## config.mk

```make
export PLATFORM = sky130hd
export DESIGN_NAME = crc8_command_packet_framer_unit
export DESIGN_NICKNAME = d
export VERILOG_FILES = /design/src/hw/rtl/crc8f_pkg.sv /design/src/hw/rtl/crc8_command_packet_framer_unit.sv /design/src/hw/rtl/crc8f_front.sv /design/src/hw/rtl/crc8f_queue.sv /design/src/hw/rtl/crc8f_back.sv
export SDC_FILE = /design/constraint.sdc
export NUM_CORES = 1
export LEC_CHECK = 0
export CAP_MARGIN = 15
export CORE_MARGIN = 10
export CORE_UTILIZATION = 50
export DETAILED_ROUTE_END_ITERATION = 10
export DONT_BUFFER_PORTS = 1
export PLACE_DENSITY = 0.66
export SLEW_MARGIN = 20
export SYNTH_ARGS = -nofsm -noshare
export SYNTH_HDL_FRONTEND = slang
export SYNTH_HIERARCHICAL = 1
export SYNTH_SLANG_ARGS = --single-unit
```

## constraint.sdc

```tcl
create_clock -name aclk -period 5.1 [get_ports aclk]
set_input_delay 0.765 -clock aclk [delete_from_list [all_inputs] [get_ports aclk]]
set_output_delay 0.765 -clock aclk [all_outputs]
set_load 0.005 [all_outputs]
```

## src/hw/rtl/crc8f_pkg.sv

```systemverilog
// Shared types, constants and the CRC-8 byte update for the command packet framer.
// No dependencies; imported by every module of the block.
`default_nettype none

package crc8f_pkg;

    // Port widths (tdata padded to whole bytes)
    localparam int S_TDATA_W = 80;
    localparam int M_TDATA_W = 48;

    // Job queue between front and back
    localparam int QUEUE_DEPTH = 2;
    localparam int QUEUE_AW    = 1;
    localparam int QUEUE_CW    = QUEUE_AW + 1;

    // Packet layout
    localparam int HDR_BYTES = 12;
    localparam int CNT_W     = 5;
    localparam int IDX_W     = 4;

    localparam logic [7:0] CRC_INIT = 8'hFF;
    localparam logic [7:0] CRC_POLY = 8'h07;
    localparam logic [7:0] HDR_ID   = 8'h01;

    localparam logic [1:0] MODE_ILLEGAL = 2'd3;

    // Acknowledge mode word flags
    localparam int ACK_PARAM_BIT   = 0;
    localparam int ACK_TIMEOUT_BIT = 2;

    // Result kinds
    localparam logic RK_TX   = 1'b0;
    localparam logic RK_DONE = 1'b1;

    // Completion status codes
    localparam logic [2:0] STAT_OK        = 3'd0;
    localparam logic [2:0] STAT_BAD_MODE  = 3'd1;
    localparam logic [2:0] STAT_CRC_ERR   = 3'd2;
    localparam logic [2:0] STAT_PARAM_ERR = 3'd3;
    localparam logic [2:0] STAT_TIMEOUT   = 3'd4;

    // Job classes produced by the front end
    typedef enum logic [1:0] {
        OP_REQUEST,
        OP_BAD_MODE,
        OP_RX_BYTE
    } op_t;

    typedef struct packed {
        op_t         op;
        logic        is_write;
        logic [1:0]  addr_mode;
        logic [1:0]  data_mode;
        logic [31:0] address;
        logic [31:0] write_data;
        logic [7:0]  rx_byte;
    } job_t;

    // CRC-8, poly 0x07, MSB first, one byte
    function automatic logic [7:0] crc8_byte(input logic [7:0] crc, input logic [7:0] data);
        logic [7:0] c;
        logic       fb;
        c = crc;
        for (int i = 0; i < 8; i++) begin
            fb = c[7] ^ data[7-i];
            c  = {c[6:0], 1'b0} ^ (fb ? CRC_POLY : 8'h00);
        end
        return c;
    endfunction

endpackage

`default_nettype wire

```

## src/hw/rtl/crc8_command_packet_framer_unit.sv

```systemverilog
// Top level of the CRC-8 command packet framer: front end, job queue, back end.
// Depends on crc8f_pkg, crc8f_front, crc8f_queue and crc8f_back.
//
// Usage:
//   s_ channel carries one item per transaction: s_tuser=0 issues a bus request
//   (fields in s_tdata), s_tuser=1 delivers one received acknowledge/read byte.
//   m_ channel returns results: m_tuser=0 is one packet byte (m_tlast on the
//   final one), m_tuser=1 is a completion with status and read data.
//   Order: a completion is written to the job queue when its item is accepted, then
//   to the output register; a request's first packet byte follows once the
//   sequencer has popped the request from the queue and holds it.
//   Packets: a read request sends 12 packet bytes and a write request 13, 14 or
//   16, one packet byte per cycle while m_tready does not stall the output, set
//   by the byte sequencer. The two-entry job queue keeps accepting while the
//   sequencer is busy until it fills.
//   Reset (aresetn low, synchronous) empties the queue and output register and
//   returns to idle with no request pending.
//   A stalled m_tready holds the current result; the back end then stops and
//   s_tready drops once the queue is full.
`default_nettype none

module crc8_command_packet_framer_unit (
    input  wire logic                            aclk,
    input  wire logic                            aresetn,
    input  wire logic                            s_tvalid,
    output logic                                 s_tready,
    // s_tdata from bit 0: is_write, addr_mode[1:0], data_mode[1:0], address[31:0],
    // write_data[31:0], rx_byte[7:0], zero pad to 80 bits
    input  wire logic [crc8f_pkg::S_TDATA_W-1:0] s_tdata,
    // s_tuser: command
    input  wire logic                            s_tuser,
    output logic                                 m_tvalid,
    input  wire logic                            m_tready,
    // m_tdata from bit 0: tx_byte[7:0], status[2:0], read_data[31:0], zero pad to 48
    output logic [crc8f_pkg::M_TDATA_W-1:0]      m_tdata,
    // m_tlast: tx_last
    output logic                                 m_tlast,
    // m_tuser: result_kind
    output logic                                 m_tuser
);
    import crc8f_pkg::*;

    logic  q_full;
    logic  push;
    job_t  push_job;
    logic  pop;
    logic  q_valid;
    job_t  q_job;

    crc8f_front u_front (
        .s_tvalid (s_tvalid),
        .s_tready (s_tready),
        .s_tdata  (s_tdata),
        .s_tuser  (s_tuser),
        .q_full   (q_full),
        .push     (push),
        .push_job (push_job)
    );

    crc8f_queue u_queue (
        .aclk     (aclk),
        .aresetn  (aresetn),
        .push     (push),
        .push_job (push_job),
        .full     (q_full),
        .pop      (pop),
        .q_valid  (q_valid),
        .q_job    (q_job)
    );

    crc8f_back u_back (
        .aclk     (aclk),
        .aresetn  (aresetn),
        .q_valid  (q_valid),
        .q_job    (q_job),
        .pop      (pop),
        .m_tvalid (m_tvalid),
        .m_tready (m_tready),
        .m_tdata  (m_tdata),
        .m_tlast  (m_tlast),
        .m_tuser  (m_tuser)
    );

endmodule

`default_nettype wire

```

## src/hw/rtl/crc8f_front.sv

```systemverilog
// Front end: takes input transactions, unpacks tdata and classifies each item.
// Depends on crc8f_pkg; feeds crc8f_queue.
`default_nettype none

module crc8f_front (
    input  wire logic                           s_tvalid,
    output logic                                s_tready,
    // tdata from bit 0: is_write, addr_mode[1:0], data_mode[1:0], address[31:0],
    // write_data[31:0], rx_byte[7:0], zero pad
    input  wire logic [crc8f_pkg::S_TDATA_W-1:0] s_tdata,
    // tuser: command (0 request, 1 received byte)
    input  wire logic                           s_tuser,
    input  wire logic                           q_full,
    output logic                                push,
    output crc8f_pkg::job_t                     push_job
);
    import crc8f_pkg::*;

    logic [1:0] am;
    logic [1:0] dm;

    assign am = s_tdata[2:1];
    assign dm = s_tdata[4:3];

    assign s_tready = !q_full;
    assign push     = s_tvalid && !q_full;

    // Unpack and classify
    always_comb begin
        push_job.is_write   = s_tdata[0];
        push_job.addr_mode  = am;
        push_job.data_mode  = dm;
        push_job.address    = s_tdata[36:5];
        push_job.write_data = s_tdata[68:37];
        push_job.rx_byte    = s_tdata[76:69];
        if (s_tuser) begin
            push_job.op = OP_RX_BYTE;
        end else if (am == MODE_ILLEGAL || dm == MODE_ILLEGAL) begin
            push_job.op = OP_BAD_MODE;
        end else begin
            push_job.op = OP_REQUEST;
        end
    end

endmodule

`default_nettype wire

```

## src/hw/rtl/crc8f_queue.sv

```systemverilog
// Short job queue that decouples the front end from the back end.
// Depends on crc8f_pkg.
`default_nettype none

module crc8f_queue (
    input  wire logic            aclk,
    input  wire logic            aresetn,
    input  wire logic            push,
    input  wire crc8f_pkg::job_t push_job,
    output logic                 full,
    input  wire logic            pop,
    output logic                 q_valid,
    output crc8f_pkg::job_t      q_job
);
    import crc8f_pkg::*;

    job_t                entry_reg [QUEUE_DEPTH];
    logic [QUEUE_AW-1:0] wr_ptr_reg;
    logic [QUEUE_AW-1:0] rd_ptr_reg;
    logic [QUEUE_CW-1:0] count_reg;
    logic                do_pop;

    assign full    = (count_reg == QUEUE_CW'(QUEUE_DEPTH));
    assign q_valid = (count_reg != '0);
    assign q_job   = entry_reg[rd_ptr_reg];
    assign do_pop  = pop && q_valid;

    // Entry storage
    always_ff @(posedge aclk) begin
        if (push) begin
            entry_reg[wr_ptr_reg] <= push_job;
        end
    end

    // Pointers and fill count
    always_ff @(posedge aclk) begin
        if (!aresetn) begin
            wr_ptr_reg <= '0;
            rd_ptr_reg <= '0;
            count_reg  <= '0;
        end else begin
            if (push) begin
                wr_ptr_reg <= wr_ptr_reg + 1'b1;
            end
            if (do_pop) begin
                rd_ptr_reg <= rd_ptr_reg + 1'b1;
            end
            if (push && !do_pop) begin
                count_reg <= count_reg + 1'b1;
            end else if (!push && do_pop) begin
                count_reg <= count_reg - 1'b1;
            end
        end
    end

endmodule

`default_nettype wire

```

## src/hw/rtl/crc8f_back.sv

```systemverilog
// Back end: emits request packets byte by byte, tracks the acknowledge and read
// data, and drives the registered result channel. Depends on crc8f_pkg.
`default_nettype none

module crc8f_back (
    input  wire logic                            aclk,
    input  wire logic                            aresetn,
    input  wire logic                            q_valid,
    input  wire crc8f_pkg::job_t                 q_job,
    output logic                                 pop,
    output logic                                 m_tvalid,
    input  wire logic                            m_tready,
    output logic [crc8f_pkg::M_TDATA_W-1:0]      m_tdata,
    output logic                                 m_tlast,
    output logic                                 m_tuser
);
    import crc8f_pkg::*;

    typedef enum logic {
        S_IDLE,
        S_SEND
    } state_t;

    state_t            state_reg,    state_next;
    logic              pending_reg,  pending_next;
    logic              is_read_reg,  is_read_next;
    logic [1:0]        size_reg,     size_next;
    logic [CNT_W-1:0]  rx_count_reg, rx_count_next;
    logic [7:0]        rx_crc_reg,   rx_crc_next;
    logic [15:0]       ack_mode_reg, ack_mode_next;
    logic [31:0]       read_asm_reg, read_asm_next;
    job_t              req_reg,      req_next;
    logic [IDX_W-1:0]  idx_reg,      idx_next;
    logic [7:0]        tx_crc_reg,   tx_crc_next;

    logic              m_valid_reg,  m_valid_next;
    logic              m_kind_reg,   m_kind_next;
    logic [7:0]        m_byte_reg,   m_byte_next;
    logic              m_last_reg,   m_last_next;
    logic [2:0]        m_status_reg, m_status_next;
    logic [31:0]       m_rdata_reg,  m_rdata_next;

    logic              out_free;
    logic [1:0]        lenm1;
    logic [7:0]        len_byte;
    logic [IDX_W-1:0]  last_idx;
    logic [1:0]        data_sel;
    logic [7:0]        tx_byte;
    logic [7:0]        crc_rx;
    logic [CNT_W-1:0]  cnt_inc;
    logic [CNT_W-1:0]  data_cnt;
    logic [CNT_W-1:0]  read_len;
    logic [31:0]       asm_shift;

    assign out_free = !m_valid_reg || m_tready;

    // Packet byte selection for the latched request
    always_comb begin
        case (req_reg.data_mode)
            2'd0:    lenm1 = 2'd0;
            2'd1:    lenm1 = 2'd1;
            default: lenm1 = 2'd3;
        endcase
        len_byte = {6'd0, lenm1} + 8'd1;
        last_idx = req_reg.is_write ? IDX_W'(HDR_BYTES) + {2'b00, lenm1}
                                    : IDX_W'(HDR_BYTES - 1);
        data_sel = lenm1 - idx_reg[1:0];
        case (idx_reg)
            4'd0:    tx_byte = req_reg.address[31:24];
            4'd1:    tx_byte = req_reg.address[23:16];
            4'd2:    tx_byte = req_reg.address[15:8];
            4'd3:    tx_byte = req_reg.address[7:0];
            4'd4:    tx_byte = 8'h00;
            4'd5:    tx_byte = 8'h00;
            4'd6:    tx_byte = 8'h00;
            4'd7:    tx_byte = len_byte;
            4'd8:    tx_byte = {req_reg.is_write, 3'b000, req_reg.data_mode, req_reg.addr_mode};
            4'd9:    tx_byte = 8'h00;
            4'd10:   tx_byte = HDR_ID;
            4'd11:   tx_byte = tx_crc_reg;
            default: tx_byte = req_reg.write_data[{data_sel, 3'b000} +: 8];
        endcase
    end

    // Receive path helpers
    always_comb begin
        crc_rx    = crc8_byte(rx_crc_reg, q_job.rx_byte);
        cnt_inc   = rx_count_reg + 1'b1;
        data_cnt  = cnt_inc - CNT_W'(HDR_BYTES);
        asm_shift = {read_asm_reg[23:0], q_job.rx_byte};
        case (size_reg)
            2'd0:    read_len = CNT_W'(1);
            2'd1:    read_len = CNT_W'(2);
            default: read_len = CNT_W'(4);
        endcase
    end

    // Sequencer next state
    always_comb begin
        state_next    = state_reg;
        pending_next  = pending_reg;
        is_read_next  = is_read_reg;
        size_next     = size_reg;
        rx_count_next = rx_count_reg;
        rx_crc_next   = rx_crc_reg;
        ack_mode_next = ack_mode_reg;
        read_asm_next = read_asm_reg;
        req_next      = req_reg;
        idx_next      = idx_reg;
        tx_crc_next   = tx_crc_reg;
        pop           = 1'b0;

        m_valid_next  = m_valid_reg && !m_tready;
        m_kind_next   = m_kind_reg;
        m_byte_next   = m_byte_reg;
        m_last_next   = m_last_reg;
        m_status_next = m_status_reg;
        m_rdata_next  = m_rdata_reg;

        case (state_reg)
            S_IDLE: begin
                if (q_valid && out_free) begin
                    pop = 1'b1;
                    case (q_job.op)
                        OP_BAD_MODE: begin
                            pending_next  = 1'b0;
                            rx_count_next = '0;
                            rx_crc_next   = CRC_INIT;
                            m_valid_next  = 1'b1;
                            m_kind_next   = RK_DONE;
                            m_byte_next   = 8'h00;
                            m_last_next   = 1'b0;
                            m_status_next = STAT_BAD_MODE;
                            m_rdata_next  = '0;
                        end
                        OP_REQUEST: begin
                            pending_next  = 1'b1;
                            rx_count_next = '0;
                            rx_crc_next   = CRC_INIT;
                            is_read_next  = !q_job.is_write;
                            size_next     = q_job.data_mode;
                            ack_mode_next = '0;
                            read_asm_next = '0;
                            req_next      = q_job;
                            idx_next      = '0;
                            tx_crc_next   = CRC_INIT;
                            state_next    = S_SEND;
                        end
                        OP_RX_BYTE: begin
                            if (pending_reg) begin
                                rx_count_next = cnt_inc;
                                if (rx_count_reg < CNT_W'(HDR_BYTES)) begin
                                    // header byte
                                    rx_crc_next = crc_rx;
                                    if (rx_count_reg == CNT_W'(8)) begin
                                        ack_mode_next[15:8] = q_job.rx_byte;
                                    end else if (rx_count_reg == CNT_W'(9)) begin
                                        ack_mode_next[7:0] = q_job.rx_byte;
                                    end
                                    if (cnt_inc == CNT_W'(HDR_BYTES)) begin
                                        m_kind_next  = RK_DONE;
                                        m_byte_next  = 8'h00;
                                        m_last_next  = 1'b0;
                                        m_rdata_next = '0;
                                        if (crc_rx != 8'h00) begin
                                            m_valid_next  = 1'b1;
                                            m_status_next = STAT_CRC_ERR;
                                        end else if (ack_mode_reg[ACK_PARAM_BIT]) begin
                                            m_valid_next  = 1'b1;
                                            m_status_next = STAT_PARAM_ERR;
                                        end else if (ack_mode_reg[ACK_TIMEOUT_BIT]) begin
                                            m_valid_next  = 1'b1;
                                            m_status_next = STAT_TIMEOUT;
                                        end else if (!is_read_reg) begin
                                            m_valid_next  = 1'b1;
                                            m_status_next = STAT_OK;
                                        end else begin
                                            read_asm_next = '0;
                                        end
                                        if (crc_rx != 8'h00 || ack_mode_reg[ACK_PARAM_BIT]
                                            || ack_mode_reg[ACK_TIMEOUT_BIT] || !is_read_reg) begin
                                            pending_next  = 1'b0;
                                            rx_count_next = '0;
                                            rx_crc_next   = CRC_INIT;
                                        end
                                    end
                                end else begin
                                    // read data byte
                                    read_asm_next = asm_shift;
                                    if (data_cnt >= read_len) begin
                                        pending_next  = 1'b0;
                                        rx_count_next = '0;
                                        rx_crc_next   = CRC_INIT;
                                        m_valid_next  = 1'b1;
                                        m_kind_next   = RK_DONE;
                                        m_byte_next   = 8'h00;
                                        m_last_next   = 1'b0;
                                        m_status_next = STAT_OK;
                                        m_rdata_next  = asm_shift;
                                    end
                                end
                            end
                        end
                        default: ;
                    endcase
                end
            end
            S_SEND: begin
                if (out_free) begin
                    m_valid_next  = 1'b1;
                    m_kind_next   = RK_TX;
                    m_byte_next   = tx_byte;
                    m_last_next   = (idx_reg == last_idx);
                    m_status_next = STAT_OK;
                    m_rdata_next  = '0;
                    tx_crc_next   = crc8_byte(tx_crc_reg, tx_byte);
                    idx_next      = idx_reg + 1'b1;
                    if (idx_reg == last_idx) begin
                        state_next = S_IDLE;
                    end
                end
            end
            default: state_next = S_IDLE;
        endcase
    end

    // State and registered outputs
    always_ff @(posedge aclk) begin
        if (!aresetn) begin
            state_reg    <= S_IDLE;
            pending_reg  <= 1'b0;
            is_read_reg  <= 1'b0;
            size_reg     <= '0;
            rx_count_reg <= '0;
            rx_crc_reg   <= CRC_INIT;
            ack_mode_reg <= '0;
            read_asm_reg <= '0;
            m_valid_reg  <= 1'b0;
        end else begin
            state_reg    <= state_next;
            pending_reg  <= pending_next;
            is_read_reg  <= is_read_next;
            size_reg     <= size_next;
            rx_count_reg <= rx_count_next;
            rx_crc_reg   <= rx_crc_next;
            ack_mode_reg <= ack_mode_next;
            read_asm_reg <= read_asm_next;
            m_valid_reg  <= m_valid_next;
        end
        req_reg      <= req_next;
        idx_reg      <= idx_next;
        tx_crc_reg   <= tx_crc_next;
        m_kind_reg   <= m_kind_next;
        m_byte_reg   <= m_byte_next;
        m_last_reg   <= m_last_next;
        m_status_reg <= m_status_next;
        m_rdata_reg  <= m_rdata_next;
    end

    assign m_tvalid = m_valid_reg;
    assign m_tuser  = m_kind_reg;
    assign m_tlast  = m_last_reg;
    assign m_tdata  = {5'd0, m_rdata_reg, m_status_reg, m_byte_reg};

endmodule

`default_nettype wire
```

==> results of run 1 <==
==> cell usage in the layout (no fill, tap or decap), types with 7 or more instances in the layout <==
cell type | Yosys | routed
a21oi_1 | 29 | 29
a22oi_1 | 18 | 18
and3_1 | 39 | 39
clkbuf_16 | 0 | 39
clkinv_1 | 0 | 7
dfxtp_1 | 50 | 49
edfxtp_1 | 284 | 284
ha_1 | 16 | 16
inv_1 | 14 | 13
mux2_2 | 70 | 70
mux2_4 | 10 | 10
mux4_2 | 8 | 8
nand2_1 | 44 | 44
nand3_1 | 38 | 38
nor2_1 | 28 | 27
nor2b_1 | 16 | 15
o21ai_0 | 17 | 17
xnor2_1 | 34 | 34
xor2_1 | 9 | 9
==> final cells by class <==
cell class	count	area [um2]	area share, %
clock buffers	45	1010	6.66
clock inverters	22	199	1.31
inverters	14	52.6	0.347
multi-input cells	480	3810	25.2
flip-flops and latches	334	9530	63.0
well taps	378	473	3.13
repair buffers	6	57.6	0.380
==> kinds of logic (layout without fill, tap and decap cells) <==
| kind of cell | count (synthesis) | after routing | synth area share [%] |
|---|---|---|---|
| multiplexers | 91 | 91 | 8.08 |
| other | 1 | 5 | 0.0264 |
| AND/OR/NAND/NOR | 203 | 203 | 7.52 |
| adder cells (fa/ha/maj) | 16 | 16 | 1.41 |
| buffers and inverters | 143 | 87 | 6.31 |
| AO/OA/AOI/OAI | 115 | 115 | 5.90 |
| flip-flops | 334 | 334 | 67.1 |
| XOR/XNOR | 50 | 50 | 3.67 |
==> power by group <==
group / leakage (nW) / switching, mW / internal, mW / total, mW
Clock: 0.585 / 1.04 / 1.57 / 2.61
Sequential: 3.05 / 0.210 / 3.55 / 3.76
Combinational: 1.48 / 1.27 / 0.938 / 2.21
Total: 5.12 / 2.52 / 6.05 / 8.57
==> per-layer routing <==
| metal | global-route usage, % | wire (um) | up-vias |
|---|---|---|---|
| met5 | 0 | 0 | - |
| met4 | 4.43 | 507 | 0 |
| met3 | 6.31 | 2540 | 47 |
| met2 | 22.4 | 12200 | 196 |
| met1 | 18.6 | 11100 | 3488 |
| li1 | - | - | 3305 |
==> final timing paths <==
path	from	endpoint	slack, ns
hold reg to reg	u_back/read_asm_reg[18]	u_back/read_asm_reg[18]	0.45
hold / removal	aresetn	u_back/rx_crc_reg[3]	0.32
setup reg to reg	u_back/idx_reg[0]	u_back/tx_crc_reg[1]	1.59
setup / recovery	u_back/idx_reg[0]	u_back/tx_crc_reg[1]	1.59
==> impl_metrics.env, run 1 <==
export IMPL_nets=974
export IMPL_post_cts_buffers=0
export IMPL_clock_latency_ns=0.52
export IMPL_wl_um=26300
export IMPL_avgSynthCellArea_um2=14.9
export IMPL_largest_reg_flops=158
export IMPL_dr_pass1_iters=5
export IMPL_htree_levels=2
export IMPL_fin_ws_ns=1.59
export IMPL_hold_depth=1
export IMPL_antenna_found_initial=0
export IMPL_route_vias_total=7036
export IMPL_drcViolationCount=0
export IMPL_n_fill_cell=2242
export IMPL_power_density_mw_per_mm2=566
export IMPL_stdcell_area_mm2=0.0151
export IMPL_max_stage_delay_ns=0.89
export IMPL_reg2reg_depth=8
export IMPL_rsz0062_at_grt="no"
export IMPL_fmax_ghz=0.285
export IMPL_track_usage_pct=14.7
export IMPL_hp_class="in -> reg"
export IMPL_start_kind="flop"
export IMPL_leakage_nw=5.12
export IMPL_pre_cts_ws_ns=1.65
export IMPL_path_cells="inv_1 > ha_1 > o41ai_2 > a21oi_1 > a311o_1 > xnor2_2 > xor2_1 > nand2_1"
export IMPL_synth_ff_type="edfxtp_1"
export IMPL_grt_overflow_total=0
export IMPL_crit_cells=8
export IMPL_place_gp_congestion=0.841
export IMPL_cp_arrival_ns=3.74
export IMPL_cts_repair_resized=0
export IMPL_coreArea_mm2=0.0279
export IMPL_antenna_cells=0
export IMPL_die_h_um=189
export IMPL_finalCritPeriodShare_pct=68.7
export IMPL_io_buffers=0
export IMPL_yosysTopAreaCellShare_pct=60.0
export IMPL_die_w_um=189
export IMPL_netlist_top_cells_area="edfxtp_1 60%, dfxtp_1 7.0%, mux2_2 5.5%, buf_4 4.5%, xnor2_1 2.1%"
export IMPL_cap_viol_max_count=0
export IMPL_ir_drop_uv=386
export IMPL_syn_to_final_growth_pct=6.52
export IMPL_synth_common_cells="284 x edfxtp_1, 85 x buf_4, 70 x mux2_2"
export IMPL_dpl_cell_count=1212
export IMPL_grt_first_pass_wirelength_um=41300
export IMPL_grt_pass1_vias=7216
export IMPL_routedWlPerCell_um=20.6
export IMPL_die_area_mm2=0.0356
export IMPL_numCtsBuffers=37
export IMPL_layout_drive_gt1_share_pct=18.9
export IMPL_hpwlAfterDp_um=16700
export IMPL_yosys_cell_count_top_type="edfxtp_1"
export IMPL_worstPathMaxFanout=14
export IMPL_tns_ns=0
export IMPL_synth_seq_cells=334
export IMPL_cts_tree="built"
export IMPL_maxSlewHeadroom_pct=24.3
export IMPL_initial_core_util_pct=50.9
export IMPL_clockBufferDepth=3
export IMPL_synth_area_mm2=0.0142
export IMPL_ys_async_sr_fraction_pct=0
export IMPL_grt_max_degree=73
export IMPL_slew_viol_final=0
export IMPL_crit_buf_inv=1
export IMPL_place_area_mm2=0.0139
export IMPL_worstMarginPinSlew_ns=1.13
export IMPL_slowest_stage="o41ai_2"
export IMPL_rows=61
export IMPL_clkTransAtPathRegs_ns=0.06
export IMPL_holdWs_ns=0.323
export IMPL_hold_viol=0
export IMPL_endpoint_kind="flop"
export IMPL_setup_violations=0
export IMPL_ctsHoldBuffers=0
export IMPL_synth_cells=953
export IMPL_final_cells=1279
export IMPL_cts_root_buf="clkbuf_16"
export IMPL_ys_types=64
export IMPL_ant_nets=0
export IMPL_cts_num_sinks=334
export IMPL_boundaryPins=137
export IMPL_viasPerCell=5.50
export IMPL_p_total_mw=8.57
export IMPL_yosys_warnings=6
export IMPL_postLayoutCoreUtil_pct=54.2
export IMPL_yosysTopAreaCell="edfxtp_1"
export IMPL_synth_seq_area_share_pct=67.1
export IMPL_crit_required_ns=5.33
export IMPL_drtIter0Drc=499
export IMPL_fin_skew_ns=0.0228
export IMPL_worstSetupPathType="reg -> reg"
export IMPL_synth_edf_count=284
export IMPL_critical_path_top_delay_family="compound AO/OA/AOI/OAI gates"
export IMPL_outcome="finished clean"
export IMPL_period_needed_ns=3.51
No activity file was read; power rests on OpenSTA's default activity.
==> run 2, diff against run 1 <==
--- a/config.mk
+++ b/config.mk
@@ -10,7 +10,7 @@
 export CORE_UTILIZATION = 50
 export DETAILED_ROUTE_END_ITERATION = 10
 export DONT_BUFFER_PORTS = 1
-export PLACE_DENSITY = 0.66
+export PLACE_DENSITY = 0.63
 export SLEW_MARGIN = 20
 export SYNTH_ARGS = -nofsm -noshare
 export SYNTH_HDL_FRONTEND = slang
==> constraint.sdc (replaced) <==
create_clock -name aclk -period 3.3 [get_ports aclk]
set_input_delay 0.495 -clock aclk [delete_from_list [all_inputs] [get_ports aclk]]
set_output_delay 0.495 -clock aclk [all_outputs]
set_load 0.005 [all_outputs]
==> impl_metrics.env, run 2 (synthesis gave the netlist of run 1 again) <==
export IMPL_largest_reg_flops=158
export IMPL_clockPowerShare_pct=28.9
export IMPL_stdcell_area_mm2=0.0153
export IMPL_routedWlPerCell_um=20.3
export IMPL_die_area_mm2=0.0356
export IMPL_dr_pass1_iters=5
export IMPL_place_area_mm2=0.0142
export IMPL_antenna_found_initial=0
export IMPL_maxSlewHeadroom_pct=54.5
export IMPL_postLayoutCoreUtil_pct=54.9
export IMPL_hold_viol=0
export IMPL_start_kind="flop"
export IMPL_nets=996
export IMPL_grt_overflow_total=0
export IMPL_drcViolationCount=0
export IMPL_worstMarginPinSlew_ns=0.674
export IMPL_fin_skew_ns=0.0154
export IMPL_die_w_um=189
export IMPL_viasPerCell=5.45
export IMPL_io_buffers=0
export IMPL_fmax_ghz=0.315
export IMPL_tns_ns=0
export IMPL_worstPathMaxFanout=8
export IMPL_dpl_cell_count=1236
export IMPL_numCtsBuffers=35
export IMPL_ir_drop_uv=484
export IMPL_die_h_um=189
export IMPL_boundaryPins=137
export IMPL_syn_to_final_growth_pct=7.96
export IMPL_layout_drive_gt1_share_pct=20.5
export IMPL_cts_root_buf="clkbuf_16"
export IMPL_slew_viol_final=0
export IMPL_route_vias_total=7083
export IMPL_cts_num_sinks=334
export IMPL_hp_class="in -> reg"
export IMPL_final_cells=1300
export IMPL_grt_pass1_vias=7225
export IMPL_clockBufferDepth=3
export IMPL_cts_tree="built"
export IMPL_rows=61
export IMPL_finalCritPeriodShare_pct=96.2
export IMPL_setup_violations=0
export IMPL_seqCellArea_mm2=0.00953
export IMPL_post_cts_buffers=0
export IMPL_initial_core_util_pct=50.9
export IMPL_comb_power_share_pct=27.8
export IMPL_htree_levels=2
export IMPL_rsz0062_at_grt="no"
export IMPL_crit_required_ns=3.54
export IMPL_final_common_cell="edfxtp_1"
export IMPL_antenna_cells=0
export IMPL_switchingPower_mw=3.93
export IMPL_layout_common_cells="284 x edfxtp_1, 70 x mux2_2, 49 x dfxtp_1"
export IMPL_clkTransAtPathRegs_ns=0.06
export IMPL_hpwlAfterDp_um=17200
export IMPL_period_needed_ns=3.17
export IMPL_track_usage_pct=14.6
export IMPL_multiInputGateArea_mm2=0.00382
export IMPL_cap_viol_max_count=0
export IMPL_p_total_mw=13.3
export IMPL_fin_ws_ns=0.126
export IMPL_clock_latency_ns=0.53
export IMPL_worstSetupPathType="reg -> reg"
export IMPL_seq_power_share_pct=43.3
export IMPL_power_density_mw_per_mm2=865
export IMPL_wl_um=26400
export IMPL_n_fill_cell=2260
export IMPL_leakage_nw=5.23
export IMPL_place_gp_congestion=0.800
export IMPL_outcome="finished clean"
export IMPL_coreArea_mm2=0.0279
export IMPL_internal_power_mw=9.34
export IMPL_endpoint_kind="flop"
export IMPL_ant_nets=0
export IMPL_pre_cts_ws_ns=0.105
export IMPL_holdWs_ns=0.0563
export IMPL_switching_share_pct=29.6
export IMPL_grt_first_pass_wirelength_um=41000
export IMPL_grt_max_degree=60
export IMPL_drtIter0Drc=455
export IMPL_cp_arrival_ns=3.42
==> run 2: cell types whose count changed in the layout (fill, tap and decap cells not counted), sizes merged <==
cell | previous run | this run
buf | 6 | 30
clkbuf | 45 | 49
inv | 17 | 14
clkinv | 13 | 11
clkinvlp | 3 | 1
==> run 2: power by group through the flow <==
stage / logic (mW) / registers [mW] / clock network [mW]
floorplan: 2.86 / 5.74 / 0
global placement: 3.65 / 5.83 / 0
detailed placement: 3.69 / 5.85 / 0
CTS: 3.71 / 5.76 / 3.95
global route: 4.01 / 5.82 / 4.11
finish: 3.68 / 5.75 / 3.84
==> run 2: routing by layer <==
layer / wire, um / global-route usage (%) / part of all wire, %
met5: 0 / 0 / 0
met4: 584 / 4.82 / 2.2
met3: 2450 / 5.65 / 9.3
met2: 11800 / 21.9 / 45
met1: 11500 / 19.0 / 44
==> run 2: path summary, 6_finish.rpt <==
path | from | endpoint | slack (ns) | cells past startpoint
worst max register to register | u_back/idx_reg[0] | u_back/tx_crc_reg[2] | 0.13 | 8
worst min-delay path | aresetn | u_back/rx_crc_reg[6] | 0.06 | 1
worst min register to register | u_back/read_asm_reg[21] | u_back/read_asm_reg[21] | 0.45 | 2
worst max-delay path | u_back/idx_reg[0] | u_back/tx_crc_reg[2] | 0.13 | 8
==> run 2: final cells by class <==
class	count	share of cell area (%)
flip-flops and latches	334	62.2
multi-input cells	480	24.9
clock buffers	49	6.12
well taps	378	3.08
repair buffers	30	2.15
clock inverters	15	1.25
inverters	14	0.343
==> run 2: critical path, stage by stage, from the launching register on <==
cell and delay, ns:
edfxtp_1 0.52, ha_1 0.27, xor3_2 0.53, mux4_2 0.39, and3b_1 0.21, a311o_1 0.41, xnor2_2 0.32, xnor2_1 0.18
nand2_1 0.07
==> run 2: what timing repair did <==
action,4_1_cts,5_1_grt
resized for setup,0,3
setup endpoints to repair,0,43
hold buffers,0,0
